==> config.mk <==
export PLATFORM = sky130hd
export DESIGN_NAME = thermal_profile_sequencer_core
export DESIGN_NICKNAME = d
export VERILOG_FILES = /design/src/rtl/core/tps_pkg.sv /design/src/rtl/core/tps_step_mem.sv /design/src/rtl/core/tps_seq.sv /design/src/rtl/core/thermal_profile_sequencer_core.sv
export SDC_FILE = /design/constraint.sdc
export NUM_CORES = 1
export LEC_CHECK = 0
export ABC_CLOCK_PERIOD_IN_PS = 7170
export BUFFER_PORTS_ARGS = -buffer_cell sky130_fd_sc_hd__buf_2
export CAP_MARGIN = 30
export CORE_MARGIN = 5
export CORE_UTILIZATION = 57
export DETAILED_ROUTE_END_ITERATION = 8
export PLACE_DENSITY = 0.75
export SYNTH_ARGS = -nofsm -noshare
export SYNTH_HDL_FRONTEND = slang
export SYNTH_SLANG_ARGS = --single-unit
==> constraint.sdc <==
create_clock -name clk -period 7.17 [get_ports clk]
set_input_delay 1.0755 -clock clk [delete_from_list [all_inputs] [get_ports clk]]
set_output_delay 1.0755 -clock clk [all_outputs]
set_load 0.005 [all_outputs]
==> src/rtl/core/tps_pkg.sv <==
// Shared types, constants and codes for the thermal profile sequencer.
// Used by all modules under rtl/core.
package tps_pkg;

  localparam int STEPS = 16;
  localparam int IDX_W = (STEPS > 1) ? $clog2(STEPS) : 1;
  localparam int CNT_W = $clog2(STEPS + 1);

  localparam logic [2:0] FN_STEP    = 3'd0;
  localparam logic [2:0] FN_APPEND  = 3'd1;
  localparam logic [2:0] FN_CLEAR   = 3'd2;
  localparam logic [2:0] FN_RESTART = 3'd3;
  localparam logic [2:0] FN_REPEATS = 3'd4;

  localparam logic [1:0] STAT_OK    = 2'd0;
  localparam logic [1:0] STAT_FULL  = 2'd1;
  localparam logic [1:0] STAT_EMPTY = 2'd2;

  localparam logic [1:0] CFG_MARGIN    = 2'd0;
  localparam logic [1:0] CFG_POST_TEMP = 2'd1;
  localparam logic [1:0] CFG_POST_EN   = 2'd2;

  typedef enum logic [1:0] {
    ST_IDLE,
    ST_EXEC,
    ST_RESULT
  } state_t;

  typedef struct packed {
    logic [7:0]         repeat_value;
    logic [15:0]        entry_hold;
    logic signed [15:0] entry_temp;
    logic [15:0]        tick_delta;
    logic signed [15:0] meas_temp;
    logic [2:0]         func;
  } item_t;

  typedef struct packed {
    logic               post_cycle_enable;
    logic signed [15:0] post_cycle_temp;
    logic [7:0]         temp_margin;
  } cfg_t;

  typedef struct packed {
    logic [1:0]         op_status;
    logic               curve_loaded;
    logic [7:0]         repeats_left;
    logic [15:0]        stable_elapsed;
    logic               finished;
    logic signed [15:0] set_temp;
    logic               temp_valid;
  } result_t;

  typedef struct packed {
    logic             wr_en;
    logic [IDX_W-1:0] wr_addr;
    logic [31:0]      wr_data;
    logic [IDX_W-1:0] rd_addr;
  } mem_req_t;

endpackage

==> src/rtl/core/tps_step_mem.sv <==
// Step table: one write port, one read port, registered read data.
// Depends on tps_pkg for depth and the request struct.
module tps_step_mem (
  input  logic                clk,
  input  tps_pkg::mem_req_t   req,
  output logic [31:0]         rd_data
);

  logic [31:0] mem [tps_pkg::STEPS];

  always_ff @(posedge clk) begin
    if (req.wr_en) begin
      mem[req.wr_addr] <= req.wr_data;
    end
    rd_data <= mem[req.rd_addr];
  end

endmodule

==> src/rtl/core/tps_seq.sv <==
// Sequencer control: item decode, table read-modify-write, state registers.
// Depends on tps_pkg; drives the step table in tps_step_mem.
module tps_seq (
  input  logic                clk,
  input  logic                rst,
  input  logic                item_valid,
  output logic                item_ready,
  input  tps_pkg::item_t      item_in,
  input  tps_pkg::cfg_t       cfg,
  output tps_pkg::mem_req_t   mem_req,
  input  logic [31:0]         mem_rd_data,
  output logic                res_valid,
  input  logic                res_ready,
  output tps_pkg::result_t    res
);

  tps_pkg::state_t state, state_next;
  tps_pkg::item_t  item;

  logic [tps_pkg::CNT_W-1:0] entry_count, entry_count_next;
  logic [tps_pkg::IDX_W-1:0] current_step, current_step_next;
  logic [tps_pkg::IDX_W-1:0] restart_step, restart_step_next;
  logic [15:0]               stable_time, stable_time_next;
  logic [7:0]                repeat_counter, repeat_counter_next;
  logic                      done_flag, done_flag_next;
  logic [1:0]                status, status_next;
  logic                      fwd_hit;
  logic [15:0]               fwd_temp;

  logic signed [15:0] target;
  logic [15:0]        hold;
  logic signed [17:0] band_lo, band_hi, cur_x;
  logic               in_band;
  logic [16:0]        sum;
  logic [15:0]        stable_acc;
  logic               use_post;
  logic               accept;

  assign accept     = item_valid && item_ready;
  assign item_ready = (state == tps_pkg::ST_IDLE);
  assign target     = $signed(mem_rd_data[15:0]);
  assign hold       = mem_rd_data[31:16];
  assign band_lo    = {{2{target[15]}}, target} - $signed({10'b0, cfg.temp_margin});
  assign band_hi    = {{2{target[15]}}, target} + $signed({10'b0, cfg.temp_margin});
  assign cur_x      = {{2{item.meas_temp[15]}}, item.meas_temp};
  assign in_band    = (cur_x > band_lo) && (cur_x < band_hi);
  assign sum        = {1'b0, stable_time} + {1'b0, item.tick_delta};
  assign stable_acc = in_band ? (sum[16] ? 16'hFFFF : sum[15:0]) : stable_time;
  assign use_post   = done_flag && cfg.post_cycle_enable;

  always_ff @(posedge clk) begin
    if (rst) begin
      state          <= tps_pkg::ST_IDLE;
      entry_count    <= '0;
      current_step   <= '0;
      restart_step   <= '0;
      stable_time    <= '0;
      repeat_counter <= '0;
      done_flag      <= 1'b0;
    end else begin
      state          <= state_next;
      entry_count    <= entry_count_next;
      current_step   <= current_step_next;
      restart_step   <= restart_step_next;
      stable_time    <= stable_time_next;
      repeat_counter <= repeat_counter_next;
      done_flag      <= done_flag_next;
    end
  end

  always_ff @(posedge clk) begin
    if (accept) begin
      item <= item_in;
    end
    if (state == tps_pkg::ST_EXEC) begin
      status   <= status_next;
      fwd_hit  <= mem_req.wr_en && (mem_req.wr_addr == mem_req.rd_addr);
      fwd_temp <= mem_req.wr_data[15:0];
    end
  end

  always_comb begin
    state_next          = state;
    entry_count_next    = entry_count;
    current_step_next   = current_step;
    restart_step_next   = restart_step;
    stable_time_next    = stable_time;
    repeat_counter_next = repeat_counter;
    done_flag_next      = done_flag;
    status_next         = tps_pkg::STAT_OK;
    mem_req.wr_en       = 1'b0;
    mem_req.wr_addr     = entry_count[tps_pkg::IDX_W-1:0];
    mem_req.wr_data     = {item.entry_hold, item.entry_temp};
    res_valid           = 1'b0;

    unique case (state)
      tps_pkg::ST_IDLE: begin
        if (accept) begin
          state_next = tps_pkg::ST_EXEC;
        end
      end
      tps_pkg::ST_EXEC: begin
        state_next = tps_pkg::ST_RESULT;
        unique case (item.func)
          tps_pkg::FN_STEP: begin
            if (entry_count == '0) begin
              status_next = tps_pkg::STAT_EMPTY;
            end else if (!use_post) begin
              if (stable_acc >= hold) begin
                stable_time_next = '0;
                if (tps_pkg::CNT_W'(current_step) + tps_pkg::CNT_W'(1) < entry_count) begin
                  current_step_next = current_step + tps_pkg::IDX_W'(1);
                end else if (repeat_counter != '0) begin
                  current_step_next   = restart_step;
                  repeat_counter_next = repeat_counter - 8'd1;
                end else begin
                  done_flag_next = 1'b1;
                end
              end else begin
                stable_time_next = stable_acc;
              end
            end
          end
          tps_pkg::FN_APPEND: begin
            if (entry_count >= tps_pkg::CNT_W'(tps_pkg::STEPS)) begin
              status_next = tps_pkg::STAT_FULL;
            end else begin
              mem_req.wr_en    = 1'b1;
              entry_count_next = entry_count + tps_pkg::CNT_W'(1);
              if (entry_count == '0) begin
                current_step_next = '0;
                restart_step_next = '0;
              end
            end
          end
          tps_pkg::FN_CLEAR: begin
            entry_count_next    = '0;
            current_step_next   = '0;
            restart_step_next   = '0;
            repeat_counter_next = '0;
            done_flag_next      = 1'b0;
          end
          tps_pkg::FN_RESTART: begin
            if (entry_count == '0) begin
              status_next = tps_pkg::STAT_EMPTY;
            end else begin
              restart_step_next = tps_pkg::IDX_W'(entry_count - tps_pkg::CNT_W'(1));
            end
          end
          tps_pkg::FN_REPEATS: begin
            repeat_counter_next = item.repeat_value;
            done_flag_next      = 1'b0;
          end
          default: begin
          end
        endcase
      end
      tps_pkg::ST_RESULT: begin
        res_valid = 1'b1;
        if (res_ready) begin
          state_next = tps_pkg::ST_IDLE;
        end
      end
      default: begin
        state_next = tps_pkg::ST_IDLE;
      end
    endcase

    mem_req.rd_addr = (state == tps_pkg::ST_EXEC) ? current_step_next : current_step;
  end

  always_comb begin
    res.temp_valid     = (entry_count != '0);
    res.curve_loaded   = (entry_count != '0);
    res.finished       = done_flag;
    res.stable_elapsed = stable_time;
    res.repeats_left   = repeat_counter;
    res.op_status      = status;
    if (entry_count == '0) begin
      res.set_temp = '0;
    end else if (use_post) begin
      res.set_temp = cfg.post_cycle_temp;
    end else if (fwd_hit) begin
      res.set_temp = $signed(fwd_temp);
    end else begin
      res.set_temp = $signed(mem_rd_data[15:0]);
    end
  end

  a_count_bound: assert property (@(posedge clk) disable iff (rst)
    entry_count <= tps_pkg::CNT_W'(tps_pkg::STEPS))
    else $error("entry count beyond table depth");

  a_step_in_table: assert property (@(posedge clk) disable iff (rst)
    entry_count != '0 |-> tps_pkg::CNT_W'(current_step) < entry_count &&
                          tps_pkg::CNT_W'(restart_step) < entry_count)
    else $error("step pointer outside stored curve");

  a_accept_exec: assert property (@(posedge clk) disable iff (rst)
    accept |=> state == tps_pkg::ST_EXEC)
    else $error("accepted beat did not start execution");

  a_done_by_step: assert property (@(posedge clk) disable iff (rst)
    $rose(done_flag) |-> $past(state == tps_pkg::ST_EXEC && item.func == tps_pkg::FN_STEP))
    else $error("finished set outside a step item");

endmodule

==> src/rtl/core/thermal_profile_sequencer_core.sv <==
// Top level of the thermal profile sequencer: config registers, output register,
// sequencer and step table. Depends on tps_pkg, tps_seq and tps_step_mem.
//
// Usage: a command beat on the s_ channel (tuser = func, tdata = operands)
// gives exactly one status beat on the m_ channel. Func 0 steps the profile
// with a measured temperature and elapsed ticks, 1 appends a step, 2 clears
// the curve, 3 marks the last step as loop restart, 4 loads the repeat count.
// The cfg channel writes temp_margin (0), post_cycle_temp (1) and
// post_cycle_enable (2); it is always ready and must only be used while idle.
// Each command runs from acceptance to result as a table read of the current
// step, then evaluation and update in ST_EXEC (re-reading the new step), then
// the result formed in ST_RESULT. A new command is taken only once the previous
// one has left ST_RESULT, which needs the output register free or draining, so
// commands do not overlap. A result waits in the output register while m_tready is low;
// a further result then holds the sequencer, and s_tready stays low.
// Reset clears the curve, pointers, counters and config to their defaults.
// The step table is not cleared; entries are only read once appended.
module thermal_profile_sequencer_core (
  input  logic        clk,
  input  logic        rst,
  input  logic        s_tvalid,
  output logic        s_tready,
  input  logic [71:0] s_tdata,   // meas_temp, tick_delta, entry_temp, entry_hold, repeat_value
  input  logic [2:0]  s_tuser,   // func
  output logic        m_tvalid,
  input  logic        m_tready,
  output logic [47:0] m_tdata,   // set_temp, finished, stable_elapsed, repeats_left,
                                 // curve_loaded, op_status, zero pad
  output logic [0:0]  m_tuser,   // temp_valid
  input  logic        cfg_valid,
  output logic        cfg_ready,
  input  logic [1:0]  cfg_index,
  input  logic [15:0] cfg_data
);

  tps_pkg::cfg_t     cfg;
  tps_pkg::item_t    item_in;
  tps_pkg::mem_req_t mem_req;
  tps_pkg::result_t  res, out;
  logic [31:0]       mem_rd_data;
  logic              res_valid, res_ready;

  assign cfg_ready = 1'b1;

  always_ff @(posedge clk) begin
    if (rst) begin
      cfg.temp_margin       <= 8'd8;
      cfg.post_cycle_temp   <= '0;
      cfg.post_cycle_enable <= 1'b0;
    end else if (cfg_valid && cfg_ready) begin
      unique case (cfg_index)
        tps_pkg::CFG_MARGIN:    cfg.temp_margin       <= cfg_data[7:0];
        tps_pkg::CFG_POST_TEMP: cfg.post_cycle_temp   <= $signed(cfg_data);
        tps_pkg::CFG_POST_EN:   cfg.post_cycle_enable <= cfg_data[0];
        default: begin
        end
      endcase
    end
  end

  assign item_in.func         = s_tuser;
  assign item_in.meas_temp    = $signed(s_tdata[15:0]);
  assign item_in.tick_delta   = s_tdata[31:16];
  assign item_in.entry_temp   = $signed(s_tdata[47:32]);
  assign item_in.entry_hold   = s_tdata[63:48];
  assign item_in.repeat_value = s_tdata[71:64];

  tps_seq u_seq (
    .clk         (clk),
    .rst         (rst),
    .item_valid  (s_tvalid),
    .item_ready  (s_tready),
    .item_in     (item_in),
    .cfg         (cfg),
    .mem_req     (mem_req),
    .mem_rd_data (mem_rd_data),
    .res_valid   (res_valid),
    .res_ready   (res_ready),
    .res         (res)
  );

  tps_step_mem u_mem (
    .clk     (clk),
    .req     (mem_req),
    .rd_data (mem_rd_data)
  );

  assign res_ready = !m_tvalid || m_tready;

  always_ff @(posedge clk) begin
    if (rst) begin
      m_tvalid <= 1'b0;
    end else if (res_ready) begin
      m_tvalid <= res_valid;
    end
  end

  always_ff @(posedge clk) begin
    if (res_valid && res_ready) begin
      out <= res;
    end
  end

  assign m_tuser = out.temp_valid;
  assign m_tdata = {4'b0, out.op_status, out.curve_loaded, out.repeats_left,
                    out.stable_elapsed, out.finished, out.set_temp};

endmodule

**Word-level counts from Yosys, hierarchy flattened**

Memories as Yosys holds them, arrays and structs flattened. A register that Yosys moved wholly into a read port is not among the register bits.
Index checks and enable logic that the tools add are counted.

- Equal/unequal tests: 20
- $add $sub $neg: 8
- Order comparisons: 5
- Multiplexer cells: 45
- Reductions and logical operators: 28
- Bitwise gates (word level): 2

Operators with widths:

| kind | number |
|---|---|
| $mux W16 | 5 |
| $mux W4 | 12 |
| $mux W8 | 5 |
| $pmux W4 S3 | 2 |
| $pmux W8 S3 | 1 |
| $add A16 B16 Y17 | 1 |
| $add A16 B9 Y17 | 1 |
| $gt A16 B17 Y1 | 1 |
| $lt A16 B17 Y1 | 1 |
| $sub A16 B9 Y17 | 1 |
| $ge A16 B16 Y1 | 1 |
| $ne A2 B2 Y1 const B | 8 |
| $reduce_and A7 Y1 | 2 |
| $mux W1 | 12 |
| $pmux W5 S2 | 1 |
| $reduce_and A2 Y1 | 4 |
| $reduce_bool A8 Y1 | 1 |
| $sub A8 B1 Y8 const B | 1 |
| $eq A3 B2 Y1 const B | 2 |
| $mux W2 | 3 |
| $ne A2 B1 Y1 const B | 3 |
| $pmux W2 S3 | 1 |
| $reduce_bool A3 Y1 | 2 |
| $add A4 B1 Y5 const B | 1 |
| other kinds (26) | 36 |

- Memory bits (writable): 512
- Flip-flop bits (word level): 204
- Memories: 1
- Word-level logic and storage cells: 135
- Output and inout port bits: 52

Memories:

| memory | depth | bits a word | rd ports | clocked after memory_dff | write ports | RTL line | source |
|---|---|---|---|---|---|---|---|
| u_mem.mem | 16 | 32 | 1 | 1 | 1 | tps_step_mem.sv:9 | `logic [31:0] mem [tps_pkg::STEPS];` |

**Depth between registers and ports, before layout**

- Word-level depth: 13
- Depth in mapped cells: 37

**Cells and area by module**

Synthesis repeated with hierarchy kept, for this count alone.

- Cells, all modules: 1846
- Area, all modules: 31032.3 sq um

By module, submodules not included:

| module | cells an instance | instances | area each (sq um) |
|---|---|---|---|
| tps_step_mem | 838 | 1 | 19854.0 |
| tps_seq | 847 | 1 | 8638.3 |
| thermal_profile_sequencer_core | 161 | 1 | 2539.9 |

**Worst setup path before layout**

No wires, ideal clock.

- Path type: flip-flop to flip-flop
- Start: reg, netlist name cfg[1]
- End: reg u_mem.rd_data[17], read port of u_mem.mem
- Data required time: 7.108 ns
- Cell stages (with the launch flop): 34
- Slack: 0.965 ns
- Clock period less this slack: 6.205 ns
- Arrival time: 6.143 ns
- Cells stage by stage: dfxtp_1 inv_1 ha_1 nor2b_1 o21ai_0 a21oi_1 o21ai_0 a21oi_1 o21a_1 o21ai_0 nand2_1 nor4_1 xnor2_1 ha_1 nand3_1 nor4_1 a21oi_1 a31oi_1 nand3b_1 or2_2 clkbuf_1 a21oi_1 nor2_1 ha_1 nand4_1 or3_1 o21ai_2 nand2_2 o31ai_4 buf_6 clkbuf_1 a21oi_1 a221o_1 nand3_1

- Word-level cells in the longest chain between the ends: 11
- Elaborated cells on any way between the ends: 13
- Those cells by class: add/sub: 2; order compare: 3; mux: 7; reduce/logical: 1

RTL lines:

| item | RTL line | source |
|---|---|---|
| $sub A16 B9 Y17 or $add A16 B9 Y17 (tied branches) | tps_seq.sv:43, tps_seq.sv:44 |  |
| $gt A16 B17 Y1 or $lt A16 B17 Y1 (tied branches) | tps_seq.sv:46 | `assign in_band = (cur_x > band_lo) && (cur_x < band_hi);` |
| $logic_and A1 B1 Y1 (*) | tps_seq.sv:46 |  |
| $mux W16 (*) | tps_seq.sv:48 | `assign stable_acc = in_band ? (sum[16] ? 16'hFFFF : sum[15:0]) : stable_time;` |
| $ge A16 B16 Y1 (*) | tps_seq.sv:109 | `if (stable_acc >= hold) begin` |
| $mux W4 (*) | tps_seq.sv:109 |  |
| $mux W4 (*) | tps_seq.sv:108 | `end else if (!use_post) begin` |
| $mux W4 (*) | tps_seq.sv:106 | `if (entry_count == '0) begin` |
| $pmux W4 S3 (*) | tps_seq.sv:104 | `unique case (item.func)` |
| $mux W4 (*) | tps_seq.sv:96 | `unique case (state)` |
| $mux W4 (*) | tps_seq.sv:169 | `mem_req.rd_addr = (state == tps_pkg::ST_EXEC) ? current_step_next : current_step;` |
| end: declaration | tps_step_mem.sv:6 | `output logic [31:0] rd_data` |

Every way passes the cells marked *; elsewhere a longest branch is shown, timed or not.
A chain may end at the register's enable or synchronous reset.

**Worst setup path after layout**

- Start: reg, netlist name cfg[1]
- End: reg u_mem.rd_data[24], read port of u_mem.mem

- Word-level cells in the longest chain between the ends: 11
- Elaborated cells on any way between the ends: 13
- Those cells by class: add/sub: 2; order compare: 3; mux: 7; reduce/logical: 1

RTL lines:

| item | RTL line |
|---|---|
| $sub A16 B9 Y17 or $add A16 B9 Y17 (tied branches) | tps_seq.sv:43, tps_seq.sv:44 |
| $gt A16 B17 Y1 or $lt A16 B17 Y1 (tied branches) | tps_seq.sv:46 |
| $logic_and A1 B1 Y1 (*) | tps_seq.sv:46 |
| $mux W16 (*) | tps_seq.sv:48 |
| $ge A16 B16 Y1 (*) | tps_seq.sv:109 |
| $mux W4 (*) | tps_seq.sv:109 |
| $mux W4 (*) | tps_seq.sv:108 |
| $mux W4 (*) | tps_seq.sv:106 |
| $pmux W4 S3 (*) | tps_seq.sv:104 |
| $mux W4 (*) | tps_seq.sv:96 |
| $mux W4 (*) | tps_seq.sv:169 |

Marks and branches as above.

==> flow_summary.json <==
{
  "power.total_mw": 9.063,
  "maxSlewViolCount": 0,
  "cts-root-buf": "clkbuf_16",
  "io_pins": 150,
  "mostFrequentLayoutCells": "edfxtp_1, nand2_1, mux2i_1",
  "setup_viol": 0,
  "drive_gt1_frac": 0.1652,
  "hold_violations": 0,
  "ys_ff_latch": 748,
  "multi_input_area_um2": 9234,
  "grt_max_degree": 76,
  "core.rowCount": 85,
  "start_util": 0.5777,
  "layout_min_cycle_time_ns": 6.834,
  "postRouteAntennaNets": 0,
  "path_max_fanout": 65,
  "max_freq_ghz": 0.1463,
  "grt_pass1_wl_um": 110500,
  "p_per_area_nw_per_um2": 252.4,
  "crit_start": "cfg[1]",
  "crit_top_cell": "a21oi_1",
  "wl_per_cell_um": 22.94,
  "hpwl_um": 42470,
  "dp_cells": 3047,
  "gp_congestion": 0.8486,
  "slew_headroom": 0.1946,
  "clk_path_buf_depth": 3,
  "irDropWorstVdd_v": 0.0001789,
  "area_delta_synth_final_pct": 14.79,
  "tns_ns": 0,
  "ys.flop_type": "edfxtp_1",
  "drc_errors": 0,
  "synth_area_um2": 31270,
  "synthesis.area_per_instance_um2": 13.84,
  "final_cells": 3202,
  "clk_pin_slew_ns": 0.06,
  "die_y_um": 244.2,
  "h-tree-depth": 3,
  "critPathArrivalTime_ns": 7.31,
  "synth_edf_count": 650,
  "crit_path_end": "u_mem.rd_data[24]",
  "hp-class": "register to register",
  "crit_type": "register to register",
  "worst-r2r-setup-slack_ns": 0.34,
  "yosysUniqueCellTypes": 71,
  "grt_pass1_vias": 18970,
  "setup_slack_ns": 0.3358,
  "cap_violations": 0,
  "status": "complete, no violations",
  "core_area_um2": 54130,
  "required_ns": 7.65,
  "drt_iter0_markers": 1770,
  "antenna_cells": 0,
  "clock_latency_ns": 0.61,
  "vias": 19390,
  "cts_hold_buf": 0,
  "nFillCells": 3662,
  "tightestPinTransition_ns": 1.200,
  "crit_path_start_kind": "register",
  "routed_via_density": 6.054,
  "cts_tree": "yes",
  "io_buffer_count": 144,
  "clkSinkCount": 748,
  "final_common_cell": "edfxtp_1",
  "dieArea_um2": 59650,
  "grt_antenna_before_repair": 0,
  "reg2regPathDepth": 36,
  "grt.total_usage": 0.2394,
  "die_w_um": 244.2,
  "cts-buffers-inserted": 75,
  "p_leak_nw": 13.86,
  "dp_slack_ns": -0.04003,
  "fin_util": 0.6632,
  "hp-start": "u_seq.status[1]",
  "rr_endpoint": "u_mem.rd_data[24]",
  "grt_setup_unrepaired": "true",
  "overflow": 0,
  "seq_area_frac_synth": 0.6869,
  "ys_warn_count": 0,
  "finalNetCount": 2637,
  "min_period_over_period": 0.9532,
  "cpPeakStageDelay_ns": 0.35,
  "synthCells": 2259,
  "fin_skew_ns": 0.01957,
  "r2r_start": "cfg[1]",
  "slowest_stage": "dfxtp_1",
  "wirelength_um": 73440,
  "regArea_um2": 21480,
  "drtPass1Iterations": 6,
  "worstSetupEndpointType": "register",
  "async_reset_ff_frac": 0
}
[worst min-delay path by stage]
stage,to,cells after the start,slack (ns)
2_1_floorplan,m_tdata[42],0,0.40
3_3_place_gp,m_tdata[42],0,0.40
3_5_place_dp,m_tdata[43],0,0.41
4_1_cts,m_tdata[43],0,0.42
5_1_grt,m_tdata[42],0,0.44
6_report,m_tdata[43],0,0.42
[metal layers]
layer,track usage,up-vias,part of all wire
met2,0.3874,861,0.48
met4,0.07285,0,0.026
met3,0.05416,131,0.091
met5,0,-,0
li1,-,8863,-
met1,0.3292,9530,0.41
[area by class of cell]
| cell class | instances | share of cell area |
|---|---|---|
| Timing Repair Buffer | 225 | 0.04419 |
| Sequential cell | 748 | 0.5984 |
| Clock inverter | 35 | 0.009445 |
| Multi-Input combinational cell | 1336 | 0.2572 |
| Clock buffer | 105 | 0.06054 |
| Inverter | 57 | 0.005960 |
| Tap cell | 696 | 0.02426 |
[repair_timing]
action                     in CTS  in global routing
pin swaps                       0                 12
setup buffers                   1                 11
setup endpoints to repair       1                 56
resized for setup               1                 45
cloned                          1                  2
[registers in the layout (all words and copies together) (netlist names), 4 cells and up, named ones only]
| signal | flops |
|---|---|
| cfg | 25 |
| m_tdata | 43 |
| u_mem.mem | 512 |
| u_mem.rd_data | 32 |
| u_seq.cur_x | 16 |
| u_seq.entry_count | 5 |
| u_seq.fwd_temp | 16 |
| u_seq.item | 27 |
| u_seq.mem_req | 32 |
| u_seq.repeat_counter | 8 |
| u_seq.restart_step | 4 |
| u_seq.stable_time | 16 |
[kinds of logic (layout without fill, tap and decap cells)]
kind of cell / count (synthesis) / count (layout) / synth area share
flops: 748 / 748 / 0.6869
simple gates: 610 / 610 / 0.08602
compound gates: 390 / 390 / 0.08706
mux: 182 / 182 / 0.05837
buf+inv: 178 / 422 / 0.02749
fa+ha+maj: 96 / 96 / 0.03913
xor+xnor: 53 / 53 / 0.01484
other cells: 2 / 5 / 0.0002401
[report_power, final]
part / switching [mW] / total [mW] / internal (mW)
clock: 1.60 / 3.91 / 2.31
combinational: 0.169 / 0.287 / 0.118
sequential: 0.0749 / 4.87 / 4.79
[synthesized netlist by cell type, types with 34 or more instances]
cell type    n  area, µm²
edfxtp_1   650      19520
nand2_1    268       1006
mux2i_1    181       1812
a21oi_1    143      715.7
nor2_1     130      488.0
nand3_1    109      545.5
dfxtp_1     98       1962
ha_1        93       1164
clkbuf_1    70      262.8
a221o_1     64      640.6
inv_1       56      210.2
o21ai_0     38      190.2
xnor2_1     37      324.1
a32oi_1     34      297.8
nor3_1      34      170.2
[per-stage QoR]
stage	instance area, µm²	hold WS [ns]
after global placement	32970	0.4032
after detailed placement	33030	0.4090
after CTS	35590	0.4221
after global routing	35900	0.4384
after floorplan	31290	0.4003
final	35900	0.4216
[critical path, delay by kind of cell, from the launching register on]
kind | cells | cell delay (ns)
AO/OA/AOI/OAI | 13 | 2.03
XOR/XNOR | 1 | 0.20
adder cells (fa/ha/maj) | 3 | 0.86
buffers and inverters | 6 | 1.04
flip-flops | 1 | 0.35
multiplexers | 2 | 0.42
AND/OR/NAND/NOR | 11 | 1.77
Power figures use the tool's default switching activity.
